### config.mk
export PLATFORM = sky130hd
export DESIGN_NAME = seconds_to_calendar_date_core
export DESIGN_NICKNAME = d
export VERILOG_FILES = /design/src/rtl/core/sec2date_pkg.sv /design/src/rtl/core/seconds_to_calendar_date_core.sv
export SDC_FILE = /design/constraint.sdc
export NUM_CORES = 2
export LEC_CHECK = 0
export ABC_AREA = 1
export BUFFER_PORTS_ARGS = -buffer_cell sky130_fd_sc_hd__buf_2
export CORE_ASPECT_RATIO = 1.4
export CORE_UTILIZATION = 40
export DETAILED_ROUTE_END_ITERATION = 8
export PLACE_DENSITY = 0.62
export SLEW_MARGIN = 20
export SYNTH_ARGS = -nofsm -noshare
export SYNTH_HDL_FRONTEND = slang
export SYNTH_SLANG_ARGS = --single-unit
### constraint.sdc
create_clock -name clk -period 16.6 [get_ports clk]
set_input_delay 1.66 -clock clk [delete_from_list [all_inputs] [get_ports clk]]
set_output_delay 1.66 -clock clk [all_outputs]
set_load 0.02 [all_outputs]
### src/rtl/core/sec2date_pkg.sv
`default_nettype none
// ----------------------------------------------------------------------------
// sec2date_pkg: shared constants for the seconds-to-calendar-date core
// Widths, reciprocal multipliers for the constant divisions and the
// cumulative month-length tables for common and leap years.
// ----------------------------------------------------------------------------
package sec2date_pkg;

	// Input width in bits.
	localparam int SECONDS_WIDTH = 36;

	// 86400 seconds per day splits into 675 times 2^7.
	localparam int SECS_PER_DAY  = 86400;
	localparam int DAY_LO_BITS   = 7;
	localparam int DAY_ODD_DIV   = 675;
	localparam int SEC_HI_WIDTH  = SECONDS_WIDTH - DAY_LO_BITS;

	localparam longint unsigned SECS_MAX = (64'd1 << SECONDS_WIDTH) - 64'd1;
	localparam longint unsigned DAYS_MAX = SECS_MAX / SECS_PER_DAY;
	localparam int DAYS_WIDTH = $clog2(DAYS_MAX + 64'd1);

	// Floor reciprocal of 675; the estimate is the quotient or one below it.
	localparam int DIV675_SHIFT = SEC_HI_WIDTH + 10;
	localparam longint unsigned DIV675_MULT = (64'd1 << DIV675_SHIFT) / DAY_ODD_DIV;
	localparam int DIV675_MWIDTH = $clog2(DIV675_MULT + 64'd1);
	localparam int DIV675_PWIDTH = SEC_HI_WIDTH + DIV675_MWIDTH;
	// Remainder before correction lies below twice 675.
	localparam int DREM_WIDTH = 11;

	// Seconds of the day.
	localparam int TOD_WIDTH  = 17;
	localparam int HOUR_SECS  = 3600;
	localparam int MIN_SECS   = 60;
	localparam int RSEC_WIDTH = 12;

	// Exact division of the time of day by 3600 and of the rest by 60.
	localparam int DIV3600_SHIFT = TOD_WIDTH + 12;
	localparam longint unsigned DIV3600_MULT =
		((64'd1 << DIV3600_SHIFT) + HOUR_SECS - 1) / HOUR_SECS;
	localparam int DIV3600_MWIDTH = $clog2(DIV3600_MULT + 64'd1);
	localparam int DIV3600_PWIDTH = TOD_WIDTH + DIV3600_MWIDTH;

	localparam int DIV60_SHIFT = RSEC_WIDTH + 6;
	localparam longint unsigned DIV60_MULT =
		((64'd1 << DIV60_SHIFT) + MIN_SECS - 1) / MIN_SECS;
	localparam int DIV60_MWIDTH = $clog2(DIV60_MULT + 64'd1);
	localparam int DIV60_PWIDTH = RSEC_WIDTH + DIV60_MWIDTH;

	// Year estimate: days * 400 / 146097 from below, off by at most one.
	localparam int GREG_CYCLE_DAYS = 146097;
	localparam int GREG_CYCLE_YEARS = 400;
	localparam longint unsigned YEST_MULT =
		((64'd1 << DAYS_WIDTH) * GREG_CYCLE_YEARS) / GREG_CYCLE_DAYS;
	localparam int YEST_MWIDTH = $clog2(YEST_MULT + 64'd1);
	localparam int YEST_PWIDTH = DAYS_WIDTH + YEST_MWIDTH;

	localparam int YEAR_WIDTH = $clog2(DAYS_MAX / 365 + 64'd16);
	localparam int YOFF_WIDTH = YEAR_WIDTH + 1;
	// Offset that turns years since the epoch into the century count.
	localparam int YEAR_OFFS  = 11;
	localparam int CENTURY    = 100;

	// Exact division by 100 of years since the epoch plus the offset.
	localparam int DIV100_SHIFT = YOFF_WIDTH + 7;
	localparam longint unsigned DIV100_MULT =
		((64'd1 << DIV100_SHIFT) + CENTURY - 1) / CENTURY;
	localparam int DIV100_MWIDTH = $clog2(DIV100_MULT + 64'd1);
	localparam int DIV100_PWIDTH = YOFF_WIDTH + DIV100_MWIDTH;

	// First-day index of a year, with headroom above the largest day count.
	localparam int YS_WIDTH   = DAYS_WIDTH + 1;
	localparam int DAYS_PER_YEAR = 365;
	localparam int NUM_CAND   = 4;

	localparam int DOY_WIDTH  = 9;
	localparam int YEAR_BASE  = 2012;
	localparam int YEAR_OUT_WIDTH = 13;

	typedef logic [DOY_WIDTH-1:0] cum_tab_t [13];

	localparam cum_tab_t CUM_COMMON = '{9'd0, 9'd31, 9'd59, 9'd90, 9'd120, 9'd151,
		9'd181, 9'd212, 9'd243, 9'd273, 9'd304, 9'd334, 9'd365};
	localparam cum_tab_t CUM_LEAP = '{9'd0, 9'd31, 9'd60, 9'd91, 9'd121, 9'd152,
		9'd182, 9'd213, 9'd244, 9'd274, 9'd305, 9'd335, 9'd366};

	// Days before the first of month index idx (0 is January).
	function automatic logic [DOY_WIDTH-1:0] cum_days(input logic leap,
		input logic [3:0] idx);
		return leap ? CUM_LEAP[idx] : CUM_COMMON[idx];
	endfunction

endpackage
`default_nettype wire

### src/rtl/core/seconds_to_calendar_date_core.sv
`default_nettype none
// ----------------------------------------------------------------------------
// seconds_to_calendar_date_core: epoch seconds to Gregorian date and time
// Ten-stage pipeline that turns seconds since 2012-01-01 00:00:00 into
// year, month, day of month, hour, minute and second.
// ----------------------------------------------------------------------------
// The core takes one beat of epoch_seconds (seconds since 2012-01-01
// 00:00:00) and returns one beat with the Gregorian year, month, day of
// month, hour, minute and second. It holds no state besides the pipeline,
// so results come out in the order the inputs went in. The datapath is ten
// register stages deep. A new input can be taken in every cycle, so the
// sustained rate is one beat per clock while out_ready stays high. Each
// stage holds its own valid bit and loads whenever it is empty or its
// content moves on, so bubbles are squeezed out. in_ready is formed
// combinationally from out_ready and the valid bits of all ten stages, so
// a full pipeline stops taking inputs in the same cycle in which out_ready
// goes low. The last stage is the output register.
// Years above 8191, which only occur with a wider input, wrap in the
// 13-bit year field.
// ----------------------------------------------------------------------------
module seconds_to_calendar_date_core (
	input  logic                                     clk,
	input  logic                                     arst_n,
	input  logic                                     in_valid,
	output logic                                     in_ready,
	input  logic [sec2date_pkg::SECONDS_WIDTH-1:0]   epoch_seconds,
	output logic                                     out_valid,
	input  logic                                     out_ready,
	output logic [sec2date_pkg::YEAR_OUT_WIDTH-1:0]  year,
	output logic [3:0]                               month,
	output logic [4:0]                               day_of_month,
	output logic [4:0]                               hour,
	output logic [5:0]                               minute,
	output logic [5:0]                               second
);
	import sec2date_pkg::*;

	// Valid bits and stage advance enables.
	logic v_s1, v_s2, v_s3, v_s4, v_s5, v_s6, v_s7, v_s8, v_s9, v_s10;
	logic adv1, adv2, adv3, adv4, adv5, adv6, adv7, adv8, adv9, adv10;

	// A stage may load when it is empty or when its content moves on.
	assign adv10 = !v_s10 || out_ready;
	assign adv9  = !v_s9  || adv10;
	assign adv8  = !v_s8  || adv9;
	assign adv7  = !v_s7  || adv8;
	assign adv6  = !v_s6  || adv7;
	assign adv5  = !v_s5  || adv6;
	assign adv4  = !v_s4  || adv5;
	assign adv3  = !v_s3  || adv4;
	assign adv2  = !v_s2  || adv3;
	assign adv1  = !v_s1  || adv2;
	assign in_ready = adv1;

	always_ff @(posedge clk or negedge arst_n) begin
		if (!arst_n) begin
			v_s1  <= 1'b0;
			v_s2  <= 1'b0;
			v_s3  <= 1'b0;
			v_s4  <= 1'b0;
			v_s5  <= 1'b0;
			v_s6  <= 1'b0;
			v_s7  <= 1'b0;
			v_s8  <= 1'b0;
			v_s9  <= 1'b0;
			v_s10 <= 1'b0;
		end else begin
			if (adv1)  v_s1  <= in_valid;
			if (adv2)  v_s2  <= v_s1;
			if (adv3)  v_s3  <= v_s2;
			if (adv4)  v_s4  <= v_s3;
			if (adv5)  v_s5  <= v_s4;
			if (adv6)  v_s6  <= v_s5;
			if (adv7)  v_s7  <= v_s6;
			if (adv8)  v_s8  <= v_s7;
			if (adv9)  v_s9  <= v_s8;
			if (adv10) v_s10 <= v_s9;
		end
	end

	// ------------------------------------------------------------------
	// Stage 1: the low seven bits of the seconds are the low bits of the
	// time of day; the upper part is multiplied by the reciprocal of 675.
	// ------------------------------------------------------------------
	logic [SEC_HI_WIDTH-1:0]  shi_s1;
	logic [DAY_LO_BITS-1:0]   slo_s1;
	logic [DIV675_PWIDTH-1:0] dprod_s1;

	always_ff @(posedge clk) begin
		if (adv1) begin
			shi_s1   <= epoch_seconds[SECONDS_WIDTH-1:DAY_LO_BITS];
			slo_s1   <= epoch_seconds[DAY_LO_BITS-1:0];
			dprod_s1 <= DIV675_PWIDTH'(epoch_seconds[SECONDS_WIDTH-1:DAY_LO_BITS])
				* DIV675_PWIDTH'(DIV675_MULT);
		end
	end

	// ------------------------------------------------------------------
	// Stage 2: day estimate and its remainder, which is below 2 * 675.
	// The remainder is formed modulo 2^11, which is enough to hold it.
	// ------------------------------------------------------------------
	logic [DAYS_WIDTH-1:0]  qest_c;
	logic [DREM_WIDTH-1:0]  drem_c;
	logic [DAYS_WIDTH-1:0]  qest_s2;
	logic [DREM_WIDTH-1:0]  drem_s2;
	logic [DAY_LO_BITS-1:0] slo_s2;

	always_comb begin
		qest_c = DAYS_WIDTH'(dprod_s1 >> DIV675_SHIFT);
		drem_c = DREM_WIDTH'(shi_s1) - DREM_WIDTH'(qest_c) * DREM_WIDTH'(DAY_ODD_DIV);
	end

	always_ff @(posedge clk) begin
		if (adv2) begin
			qest_s2 <= qest_c;
			drem_s2 <= drem_c;
			slo_s2  <= slo_s1;
		end
	end

	// ------------------------------------------------------------------
	// Stage 3: one correction step gives the exact day count and the
	// seconds of the day.
	// ------------------------------------------------------------------
	logic                  dfix_c;
	logic [DREM_WIDTH-1:0] rfix_c;
	logic [DAYS_WIDTH-1:0] days_s3;
	logic [TOD_WIDTH-1:0]  tod_s3;

	always_comb begin
		dfix_c = (drem_s2 >= DREM_WIDTH'(DAY_ODD_DIV));
		rfix_c = dfix_c ? drem_s2 - DREM_WIDTH'(DAY_ODD_DIV) : drem_s2;
	end

	always_ff @(posedge clk) begin
		if (adv3) begin
			days_s3 <= qest_s2 + DAYS_WIDTH'(dfix_c);
			tod_s3  <= {rfix_c[TOD_WIDTH-DAY_LO_BITS-1:0], slo_s2};
		end
	end

	// ------------------------------------------------------------------
	// Stage 4: products for the year estimate and for the hour.
	// ------------------------------------------------------------------
	logic [YEST_PWIDTH-1:0]    yprod_s4;
	logic [DIV3600_PWIDTH-1:0] hprod_s4;
	logic [DAYS_WIDTH-1:0]     days_s4;
	logic [TOD_WIDTH-1:0]      tod_s4;

	always_ff @(posedge clk) begin
		if (adv4) begin
			yprod_s4 <= YEST_PWIDTH'(days_s3) * YEST_PWIDTH'(YEST_MULT);
			hprod_s4 <= DIV3600_PWIDTH'(tod_s3) * DIV3600_PWIDTH'(DIV3600_MULT);
			days_s4  <= days_s3;
			tod_s4   <= tod_s3;
		end
	end

	// ------------------------------------------------------------------
	// Stage 5: the estimate is the floor of days / 365.2425 or one below.
	// The true year lies in the four years that start one below it.
	// The hour is exact; the rest of the hour is kept in seconds.
	// ------------------------------------------------------------------
	logic [YEAR_WIDTH-1:0] yest_c;
	logic [YEAR_WIDTH-1:0] base_c;
	logic [4:0]            hour_c;
	logic [YEAR_WIDTH-1:0] base_s5;
	logic [4:0]            hour_s5;
	logic [RSEC_WIDTH-1:0] rsec_s5;
	logic [DAYS_WIDTH-1:0] days_s5;

	always_comb begin
		yest_c = YEAR_WIDTH'(yprod_s4 >> DAYS_WIDTH);
		base_c = (yest_c == '0) ? '0 : yest_c - YEAR_WIDTH'(1);
		hour_c = 5'(hprod_s4 >> DIV3600_SHIFT);
	end

	always_ff @(posedge clk) begin
		if (adv5) begin
			base_s5 <= base_c;
			hour_s5 <= hour_c;
			rsec_s5 <= RSEC_WIDTH'(tod_s4) - RSEC_WIDTH'(hour_c) * RSEC_WIDTH'(HOUR_SECS);
			days_s5 <= days_s4;
		end
	end

	// ------------------------------------------------------------------
	// Stage 6: century count product for the base year, minute product.
	// ------------------------------------------------------------------
	logic [YOFF_WIDTH-1:0]    yoff_c;
	logic [DIV100_PWIDTH-1:0] cprod_s6;
	logic [YOFF_WIDTH-1:0]    yoff_s6;
	logic [DIV60_PWIDTH-1:0]  mprod_s6;
	logic [YEAR_WIDTH-1:0]    base_s6;
	logic [DAYS_WIDTH-1:0]    days_s6;
	logic [4:0]               hour_s6;
	logic [RSEC_WIDTH-1:0]    rsec_s6;

	assign yoff_c = YOFF_WIDTH'(base_s5) + YOFF_WIDTH'(YEAR_OFFS);

	always_ff @(posedge clk) begin
		if (adv6) begin
			cprod_s6 <= DIV100_PWIDTH'(yoff_c) * DIV100_PWIDTH'(DIV100_MULT);
			yoff_s6  <= yoff_c;
			mprod_s6 <= DIV60_PWIDTH'(rsec_s5) * DIV60_PWIDTH'(DIV60_MULT);
			base_s6  <= base_s5;
			days_s6  <= days_s5;
			hour_s6  <= hour_s5;
			rsec_s6  <= rsec_s5;
		end
	end

	// ------------------------------------------------------------------
	// Stage 7: century quotient and remainder, minute and second.
	// ------------------------------------------------------------------
	logic [YOFF_WIDTH-1:0] c0_c;
	logic [5:0]            minute_c;
	logic [YOFF_WIDTH-1:0] c0_s7;
	logic [6:0]            r0_s7;
	logic [5:0]            minute_s7;
	logic [5:0]            second_s7;
	logic [YEAR_WIDTH-1:0] base_s7;
	logic [DAYS_WIDTH-1:0] days_s7;
	logic [4:0]            hour_s7;

	always_comb begin
		c0_c     = YOFF_WIDTH'(cprod_s6 >> DIV100_SHIFT);
		minute_c = 6'(mprod_s6 >> DIV60_SHIFT);
	end

	always_ff @(posedge clk) begin
		if (adv7) begin
			c0_s7     <= c0_c;
			r0_s7     <= 7'(yoff_s6) - 7'(c0_c) * 7'(CENTURY);
			minute_s7 <= minute_c;
			second_s7 <= 6'(rsec_s6) - minute_c * 6'(MIN_SECS);
			base_s7   <= base_s6;
			days_s7   <= days_s6;
			hour_s7   <= hour_s6;
		end
	end

	// ------------------------------------------------------------------
	// Stage 8: first-day index and leap flag of the four candidate years.
	// Stepping the century remainder by one per candidate avoids another
	// division: the quotient only moves when the remainder passes 99.
	// ------------------------------------------------------------------
	logic [7:0]            t_c    [NUM_CAND+1];
	logic                  wrap_c [NUM_CAND+1];
	logic [YOFF_WIDTH-1:0] cq_c   [NUM_CAND+1];
	logic [6:0]            rr_c   [NUM_CAND+1];
	logic [YOFF_WIDTH-1:0] yc_c   [NUM_CAND];
	logic [YS_WIDTH-1:0]   ys_c   [NUM_CAND];
	logic [NUM_CAND-1:0]   leap_c;

	logic [YS_WIDTH-1:0]   ys_s8  [NUM_CAND];
	logic [NUM_CAND-1:0]   leap_s8;
	logic [YEAR_WIDTH-1:0] base_s8;
	logic [DAYS_WIDTH-1:0] days_s8;
	logic [4:0]            hour_s8;
	logic [5:0]            minute_s8;
	logic [5:0]            second_s8;

	always_comb begin
		for (int k = 0; k <= NUM_CAND; k++) begin
			t_c[k]    = 8'(r0_s7) + 8'(k);
			wrap_c[k] = (t_c[k] >= 8'(CENTURY));
			cq_c[k]   = c0_s7 + YOFF_WIDTH'(wrap_c[k]);
			rr_c[k]   = wrap_c[k] ? 7'(t_c[k] - 8'(CENTURY)) : 7'(t_c[k]);
		end
		for (int j = 0; j < NUM_CAND; j++) begin
			yc_c[j]   = YOFF_WIDTH'(base_s7) + YOFF_WIDTH'(j);
			ys_c[j]   = YS_WIDTH'(yc_c[j]) * YS_WIDTH'(DAYS_PER_YEAR)
				+ YS_WIDTH'((yc_c[j] + YOFF_WIDTH'(3)) >> 2)
				+ YS_WIDTH'(cq_c[j] >> 2)
				- YS_WIDTH'(cq_c[j]);
			// The full year is divisible by 4 exactly when the offset is.
			leap_c[j] = (yc_c[j][1:0] == 2'd0)
				&& ((rr_c[j+1] != 7'd0) || (cq_c[j+1][1:0] == 2'd0));
		end
	end

	always_ff @(posedge clk) begin
		if (adv8) begin
			ys_s8     <= ys_c;
			leap_s8   <= leap_c;
			base_s8   <= base_s7;
			days_s8   <= days_s7;
			hour_s8   <= hour_s7;
			minute_s8 <= minute_s7;
			second_s8 <= second_s7;
		end
	end

	// ------------------------------------------------------------------
	// Stage 9: the year is the last candidate that starts on or before
	// the day count; first-day indexes grow with the year.
	// ------------------------------------------------------------------
	logic [1:0]                cnt_c;
	logic [YOFF_WIDTH-1:0]     yfull_c;
	logic [YEAR_OUT_WIDTH-1:0] year_s9;
	logic [DOY_WIDTH-1:0]      doy_s9;
	logic                      leap_s9;
	logic [4:0]                hour_s9;
	logic [5:0]                minute_s9;
	logic [5:0]                second_s9;

	always_comb begin
		cnt_c = 2'(ys_s8[1] <= YS_WIDTH'(days_s8))
			+ 2'(ys_s8[2] <= YS_WIDTH'(days_s8))
			+ 2'(ys_s8[3] <= YS_WIDTH'(days_s8));
		yfull_c = YOFF_WIDTH'(base_s8) + YOFF_WIDTH'(cnt_c);
	end

	always_ff @(posedge clk) begin
		if (adv9) begin
			year_s9   <= YEAR_OUT_WIDTH'(YEAR_BASE) + YEAR_OUT_WIDTH'(yfull_c);
			doy_s9    <= DOY_WIDTH'(YS_WIDTH'(days_s8) - ys_s8[cnt_c]);
			leap_s9   <= leap_s8[cnt_c];
			hour_s9   <= hour_s8;
			minute_s9 <= minute_s8;
			second_s9 <= second_s8;
		end
	end

	// ------------------------------------------------------------------
	// Stage 10: month search over the cumulative table, then the output
	// register. The month is the last table entry not above the day index.
	// ------------------------------------------------------------------
	logic [3:0]                mi_c;
	logic [YEAR_OUT_WIDTH-1:0] year_s10;
	logic [3:0]                month_s10;
	logic [4:0]                dom_s10;
	logic [4:0]                hour_s10;
	logic [5:0]                minute_s10;
	logic [5:0]                second_s10;

	always_comb begin
		mi_c = 4'd0;
		for (int k = 1; k < 12; k++) begin
			if (cum_days(leap_s9, 4'(k)) <= doy_s9) begin
				mi_c = 4'(k);
			end
		end
	end

	always_ff @(posedge clk) begin
		if (adv10) begin
			year_s10   <= year_s9;
			month_s10  <= mi_c + 4'd1;
			dom_s10    <= 5'(doy_s9 - cum_days(leap_s9, mi_c) + DOY_WIDTH'(1));
			hour_s10   <= hour_s9;
			minute_s10 <= minute_s9;
			second_s10 <= second_s9;
		end
	end

	assign out_valid    = v_s10;
	assign year         = year_s10;
	assign month        = month_s10;
	assign day_of_month = dom_s10;
	assign hour         = hour_s10;
	assign minute       = minute_s10;
	assign second       = second_s10;

	// ------------------------------------------------------------------
	// Assertions
	// ------------------------------------------------------------------

	// The reciprocal estimate of the day count is off by at most one.
	a_day_rem_range: assert property (@(posedge clk) disable iff (!arst_n)
		v_s2 |-> (drem_s2 < DREM_WIDTH'(2 * DAY_ODD_DIV)))
		else $error("day remainder out of range");

	// The century division is exact.
	a_century_rem: assert property (@(posedge clk) disable iff (!arst_n)
		v_s7 |-> (r0_s7 < 7'(CENTURY)))
		else $error("century remainder out of range");

	// The lowest candidate year never starts after the day count.
	a_year_window: assert property (@(posedge clk) disable iff (!arst_n)
		v_s8 |-> (ys_s8[0] <= YS_WIDTH'(days_s8)))
		else $error("year estimate too high");

	// An accepted beat shows up in the first stage.
	a_enter: assert property (@(posedge clk) disable iff (!arst_n)
		(in_valid && in_ready) |=> v_s1)
		else $error("accepted beat lost at entry");

	// Delivered fields stay in their calendar ranges.
	a_out_range: assert property (@(posedge clk) disable iff (!arst_n)
		out_valid |-> (month >= 4'd1) && (month <= 4'd12)
			&& (day_of_month >= 5'd1) && (hour <= 5'd23)
			&& (minute <= 6'd59) && (second <= 6'd59))
		else $error("result field out of range");

endmodule
`default_nettype wire
[After elaboration in Yosys (flattened, before gate mapping)]
Memories as Yosys holds them, arrays and structs flattened.
Cells that the tools add are included.
Word-level totals
  register bits after elaboration: 686
  bits in latches: 0
  RAM bits: 0
  ROM bits: 288
  input port bits: 40
  memories: 2
Cells by class
  add/subtract/negate cells: 48
  multiply operators: 13
  divide/modulo/power cells: 0
  order comparisons: 23
  eq/ne operators: 0
  shift-type cells: 0
  multiplexer cells: 36
  bitwise gates (word level): 2
  reduce and logical (&&, ||, !) cells: 41
Memory list
  (name not given): words 16, width 9, rd ports 1, clocked after Yosys merged registers in 0, write ports 0, RTL line sec2date_pkg.sv:89  | return leap ? CUM_LEAP[idx] : CUM_COMMON[idx];
  (name not given): words 16, width 9, rd ports 1, clocked after Yosys merged registers in 0, write ports 0, RTL line sec2date_pkg.sv:89
Operator list (count)
  adder 21 x 6 -> 21 bit: 4
  subtractor 21 x 8 -> 21 bit: 4
  adder 21 x 12 -> 21 bit: 3
  less-or-equal comparator 21 x 20 -> 1 bit: 3
  multiplier 13 x 9 -> 21 bit, second input constant: 3
  multiplier 29 x 30 -> 59 bit, second input constant: 1
  adder 13 x 2 -> 14 bit, second input constant: 3
  binary-select mux 21 bit (select 2 bit): 1
  adder 12 x 2 -> 13 bit, second input constant: 3
  less-or-equal comparator 8 x 9 -> 1 bit: 4
  two-way mux 4 bit: 9
  multiplier 17 x 18 -> 34 bit, second input constant: 1
  adder 7 x 1 -> 8 bit: 4
  >= comparator 8 x 7 -> 1 bit, second input constant: 4
  multiplier 20 x 11 -> 31 bit, second input constant: 1
  two-way mux 7 bit: 4
  nonzero test 7 bit: 4
  subtractor 7 bit, second input constant: 4
  less-or-equal comparator 9 bit: 3
  multiplier 13 x 13 -> 26 bit, second input constant: 1
  two-way mux 5 bit: 5
  multiplier 12 x 12 -> 23 bit, second input constant: 1
  adder 21 x 11 -> 21 bit: 1
  multiplier 12 x 9 -> 21 bit, second input constant: 1
  other kinds (45): 91

[Depth between registers and ports, before layout]
  word-level depth: 19
  depth in mapped cells: 39
  gate-level depth less buffers: 39

[Worst setup path after synthesis]
Ideal clock, no wire load.
  kind: input-to-output
  start point: input out_ready
  end point: output in_ready
  data arrival time: 8.272 ns
  required time: 14.940 ns
  path slack: 6.668 ns
  stages: 18
  buffers on the path: 0
  cell sequence: nor2_2 > inv_2 > nor2_2 > inv_2 > nor2_2 > inv_2 > nor2_2 > inv_2 > nor2_2 > inv_2 > nor2_2 > inv_2 > nor2_2 > inv_2 > nor2_2 > inv_2 > nor2_4 > nand2_2
Between the ends
  cells in the longest elaborated chain, start to end: 10
Ends and longest elaborated chain
  start, declared: RTL line seconds_to_calendar_date_core.sv:28  | input logic out_ready,
  logical OR 1 bit: RTL line seconds_to_calendar_date_core.sv:43  | assign adv10 = !v_s10 || out_ready;
  named net adv10: RTL line seconds_to_calendar_date_core.sv:40  | logic adv1, adv2, adv3, adv4, adv5, adv6, adv7, adv8, adv9, adv10;
  logical OR 1 bit: RTL line seconds_to_calendar_date_core.sv:44  | assign adv9 = !v_s9 || adv10;
  named net adv9: RTL line seconds_to_calendar_date_core.sv:40
  logical OR 1 bit: RTL line seconds_to_calendar_date_core.sv:45  | assign adv8 = !v_s8 || adv9;
  named net adv8: RTL line seconds_to_calendar_date_core.sv:40
  logical OR 1 bit: RTL line seconds_to_calendar_date_core.sv:46  | assign adv7 = !v_s7 || adv8;
  named net adv7: RTL line seconds_to_calendar_date_core.sv:40
  [1 not listed]
  named net adv6: RTL line seconds_to_calendar_date_core.sv:40
  logical OR 1 bit: RTL line seconds_to_calendar_date_core.sv:48  | assign adv5 = !v_s5 || adv6;
  named net adv5: RTL line seconds_to_calendar_date_core.sv:40
  logical OR 1 bit: RTL line seconds_to_calendar_date_core.sv:49  | assign adv4 = !v_s4 || adv5;
  named net adv4: RTL line seconds_to_calendar_date_core.sv:40
  logical OR 1 bit: RTL line seconds_to_calendar_date_core.sv:50  | assign adv3 = !v_s3 || adv4;
  named net adv3: RTL line seconds_to_calendar_date_core.sv:40
  logical OR 1 bit: RTL line seconds_to_calendar_date_core.sv:51  | assign adv2 = !v_s2 || adv3;
  logical OR 1 bit: RTL line seconds_to_calendar_date_core.sv:52  | assign adv1 = !v_s1 || adv2;
  end, declared: RTL line seconds_to_calendar_date_core.sv:25  | output logic in_ready,
The timed path passes the listed nets, and every way through them passes these cells.

[Final worst setup path]
Ends and elaborated chain as after synthesis.

==> reports/results.ini <==
[outcome]
status = completed

[setup_path]
reg2reg_from = base_s7[1]
crit_required_ns = 14.94
rr_endpoint = ys_s8[16]
rr_worst_depth = 28
cp-endpoint = in_ready
worstSetupStartpoint = out_ready
path_class = in -> out
cp-end-kind = primary output
reg2reg_slack_ns = 8.67
worst-path-max-fanout = 65
crit_arrival_ns = 8.52
critPathLaunchType = input port

[global_routing]
antenna_found_initial = 0
grt.total_usage = 0.187
grt_max_degree = 72
grt_pass1_wl_um = 227000
grt_pass1_vias = 43101
overflow = 0

[floorplanning]
coreArea_um2 = 152000
io_pins = 81
die_w_um = 333
fp.dieArea_um2 = 155000
core.rowCount = 169
start_util = 0.404
die_h_um = 465

[logic_synthesis]
synth_edf_count = 541
synth.avg_cell_area_um2 = 10.5
synth_top_area_frac = 0.265
synth.most_common_cell = inv_1
syn_nets = 7769
synth_area_leaders = edfxtp_1 27%, ha_1 24%, fa_1 22%
ys_types = 65
yosys_warnings = 0
ys_seq_elements = 551
synthArstFlopShare = 0.0181
synth_seq_area_share = 0.269
ys.flop_type = edfxtp_1
synthCells = 5862
synthTopCellsByCount = 1462 x inv_1, 1180 x ha_1, 687 x fa_1
synth_area_um2 = 61300
yosysTopAreaCell = edfxtp_1

[final_layout]
regArea_um2 = 16500
fin_nets = 7898
multiInputGateArea_um2 = 39100
fillers = 14439
diodes = 0
syn2layout_area_growth_pct = 7.61
drive_above_1_share = 0.0388

[drt]
wirelength_um = 142000
via_per_inst = 4.97
wire_per_inst_um = 17.7
vias = 39733
drc = 0
drt_pre_antenna_iters = 6
initialDrtViolationCount = 1831
final_antenna_net_count = 0

[sta]
rsz0062_at_grt = false
fin_skew_ns = 0.0501
worst_slew_pin_slew_ns = 1.08
setup_viol = 0
period_share = 0.614
hold_viol_final = 0
setup_tns_ns = 0
post-route-min-period_ns = 10.18
final_max_slew_viol_count = 0
relSlewSlack = 0.275
fmax_mhz = 98.2

[clock_tree]
clk_path_buf_depth = 3
root_buffer = clkbuf_16
post_cts_buffers = 0
clk_latency_ns = 0.65
cts_tree = done
cts.repair.resized = 0
ctsHtreeMaxLevel = 2
cts.clk_slew.worst_paths_ns = 0.06
cts_sinks = 551
numCtsBuffers = 53
hold_buffers = 0

[min_path]
hold_start = minute_s8[2]
min_path_type = reg -> reg

[place]
place_congestion = 0.928
hpwlAfterDp_um = 123000
port_buffers = 80

[flow_run]
drv_cap = 0

==> layout make-up <==
cell class | instances | share of cell area
repair buffers | 89 | 0.00710
clock buffers | 62 | 0.0208
clock inverters | 34 | 0.00655
multi-input cells | 3815 | 0.594
well taps | 1966 | 0.0373
inverters | 1481 | 0.0844
flip-flops and latches | 551 | 0.250
==> kinds of logic (layout without fill, tap and decap cells) <==
logic type,Yosys count,in the layout,synth area share
compound gates,597,597,0.0558
xor+xnor,330,330,0.0472
fa+ha+maj,1867,1867,0.465
buf+inv,1496,1666,0.0919
flops,551,551,0.269
simple gates,1021,1021,0.0704
==> per-stage QoR <==
step	area (um2)	cells	hold slack (ns)	util	setup WS [ns]
3_3_place_gp	64100	7902	0.401	0.422	5.90
6_report	65900	7998	0.402	0.434	6.42
5_1_grt	65900	7998	0.405	0.434	5.65
3_5_place_dp	64100	7902	0.405	0.422	5.95
4_1_cts	65900	7998	0.403	0.434	5.95
2_1_floorplan	61300	5862	0.400	-	6.67
==> routing by layer <==
metal / wire [um] / up-vias / GRT usage
li1: - / 19148 / -
met1: 52400 / 19492 / 0.197
met2: 77000 / 769 / 0.366
met3: 3870 / 324 / 0.0142
met4: 8630 / 0 / 0.0997
met5: 0 / - / 0
==> worst min-delay path by stage <==
stage                   end  slack [ns]  cells past startpoint
3_3_place_gp        year[1]        0.40                      0
3_5_place_dp     base_s7[1]        0.40                      0
2_1_floorplan    base_s7[0]        0.40                      0
6_report       minute_s9[2]        0.40                      0
5_1_grt          days_s8[3]        0.41                      0
4_1_cts          days_s8[3]        0.40                      0
==> state kept, by name, summed over array words and instances, names as in the netlist, 12 cells and up <==
| name | cells |
|---|---|
| days_s3 | 20 |
| base_s8 | 12 |
| days_s6 | 20 |
| days_s7 | 20 |
| year | 13 |
| base_s5 | 12 |
| base_s7 | 12 |
| rsec_s5 | 12 |
| days_s8 | 20 |
| days_s4 | 20 |
| year_s9 | 13 |
| qest_s2 | 20 |
| ys_s8 | 72 |
| yprod_s4 | 12 |
| base_s6 | 12 |
| days_s5 | 20 |
| dprod_s1 | 20 |
| tod_s3 | 17 |
==> cells in the final DEF, fill, tap and decap left out, drive strengths merged, types with 3 or more instances in the layout <==
cell type  netlist  layout
inv           1477    1483
ha            1180    1180
fa             687     687
edfxtp         541     541
nand2          537     537
a21oi          288     288
nor2           269     269
xor2           226     226
o21ai          166     166
xnor2          104     104
nand3           89      89
buf              3      89
clkbuf          12      62
nor3            49      49
nand4           41      41
a31oi           21      21
o21a            21      21
clkinv           4      21
o21bai          18      18
nor4            12      12
a21boi          12      12
dfrtp           10      10
o211ai           9       9
or2              9       9
o31ai            8       8
a21o             8       8
a211oi           8       8
o22ai            6       6
a32o             6       6
o221ai           6       6
bufinv           0       6
and2             5       5
clkinvlp         0       5
o311ai           4       4
o41ai            3       3
a221oi           3       3
nor3b            3       3
==> worst max-delay path: stages <==
cell	delay, ns
buf_2	0.08
nor2_2	0.03
inv_2	0.63
nor2_2	0.05
inv_2	0.69
nor2_2	0.10
inv_4	0.54
nor2_2	0.07
inv_2	0.06
buf_4	0.65
nor2_2	0.08
inv_2	0.09
buf_4	0.65
nor2_2	0.07
clkinv_2	0.64
nor2_2	0.06
inv_2	0.75
nor2_2	0.05
inv_2	0.62
nor2_4	0.06
nand2_2	0.09
buf_4	0.41
buf_2	0.26
Power is left out: the tool's default activity adds up to more than one toggle a clock period on the data nets, which glitch-free logic cannot reach.
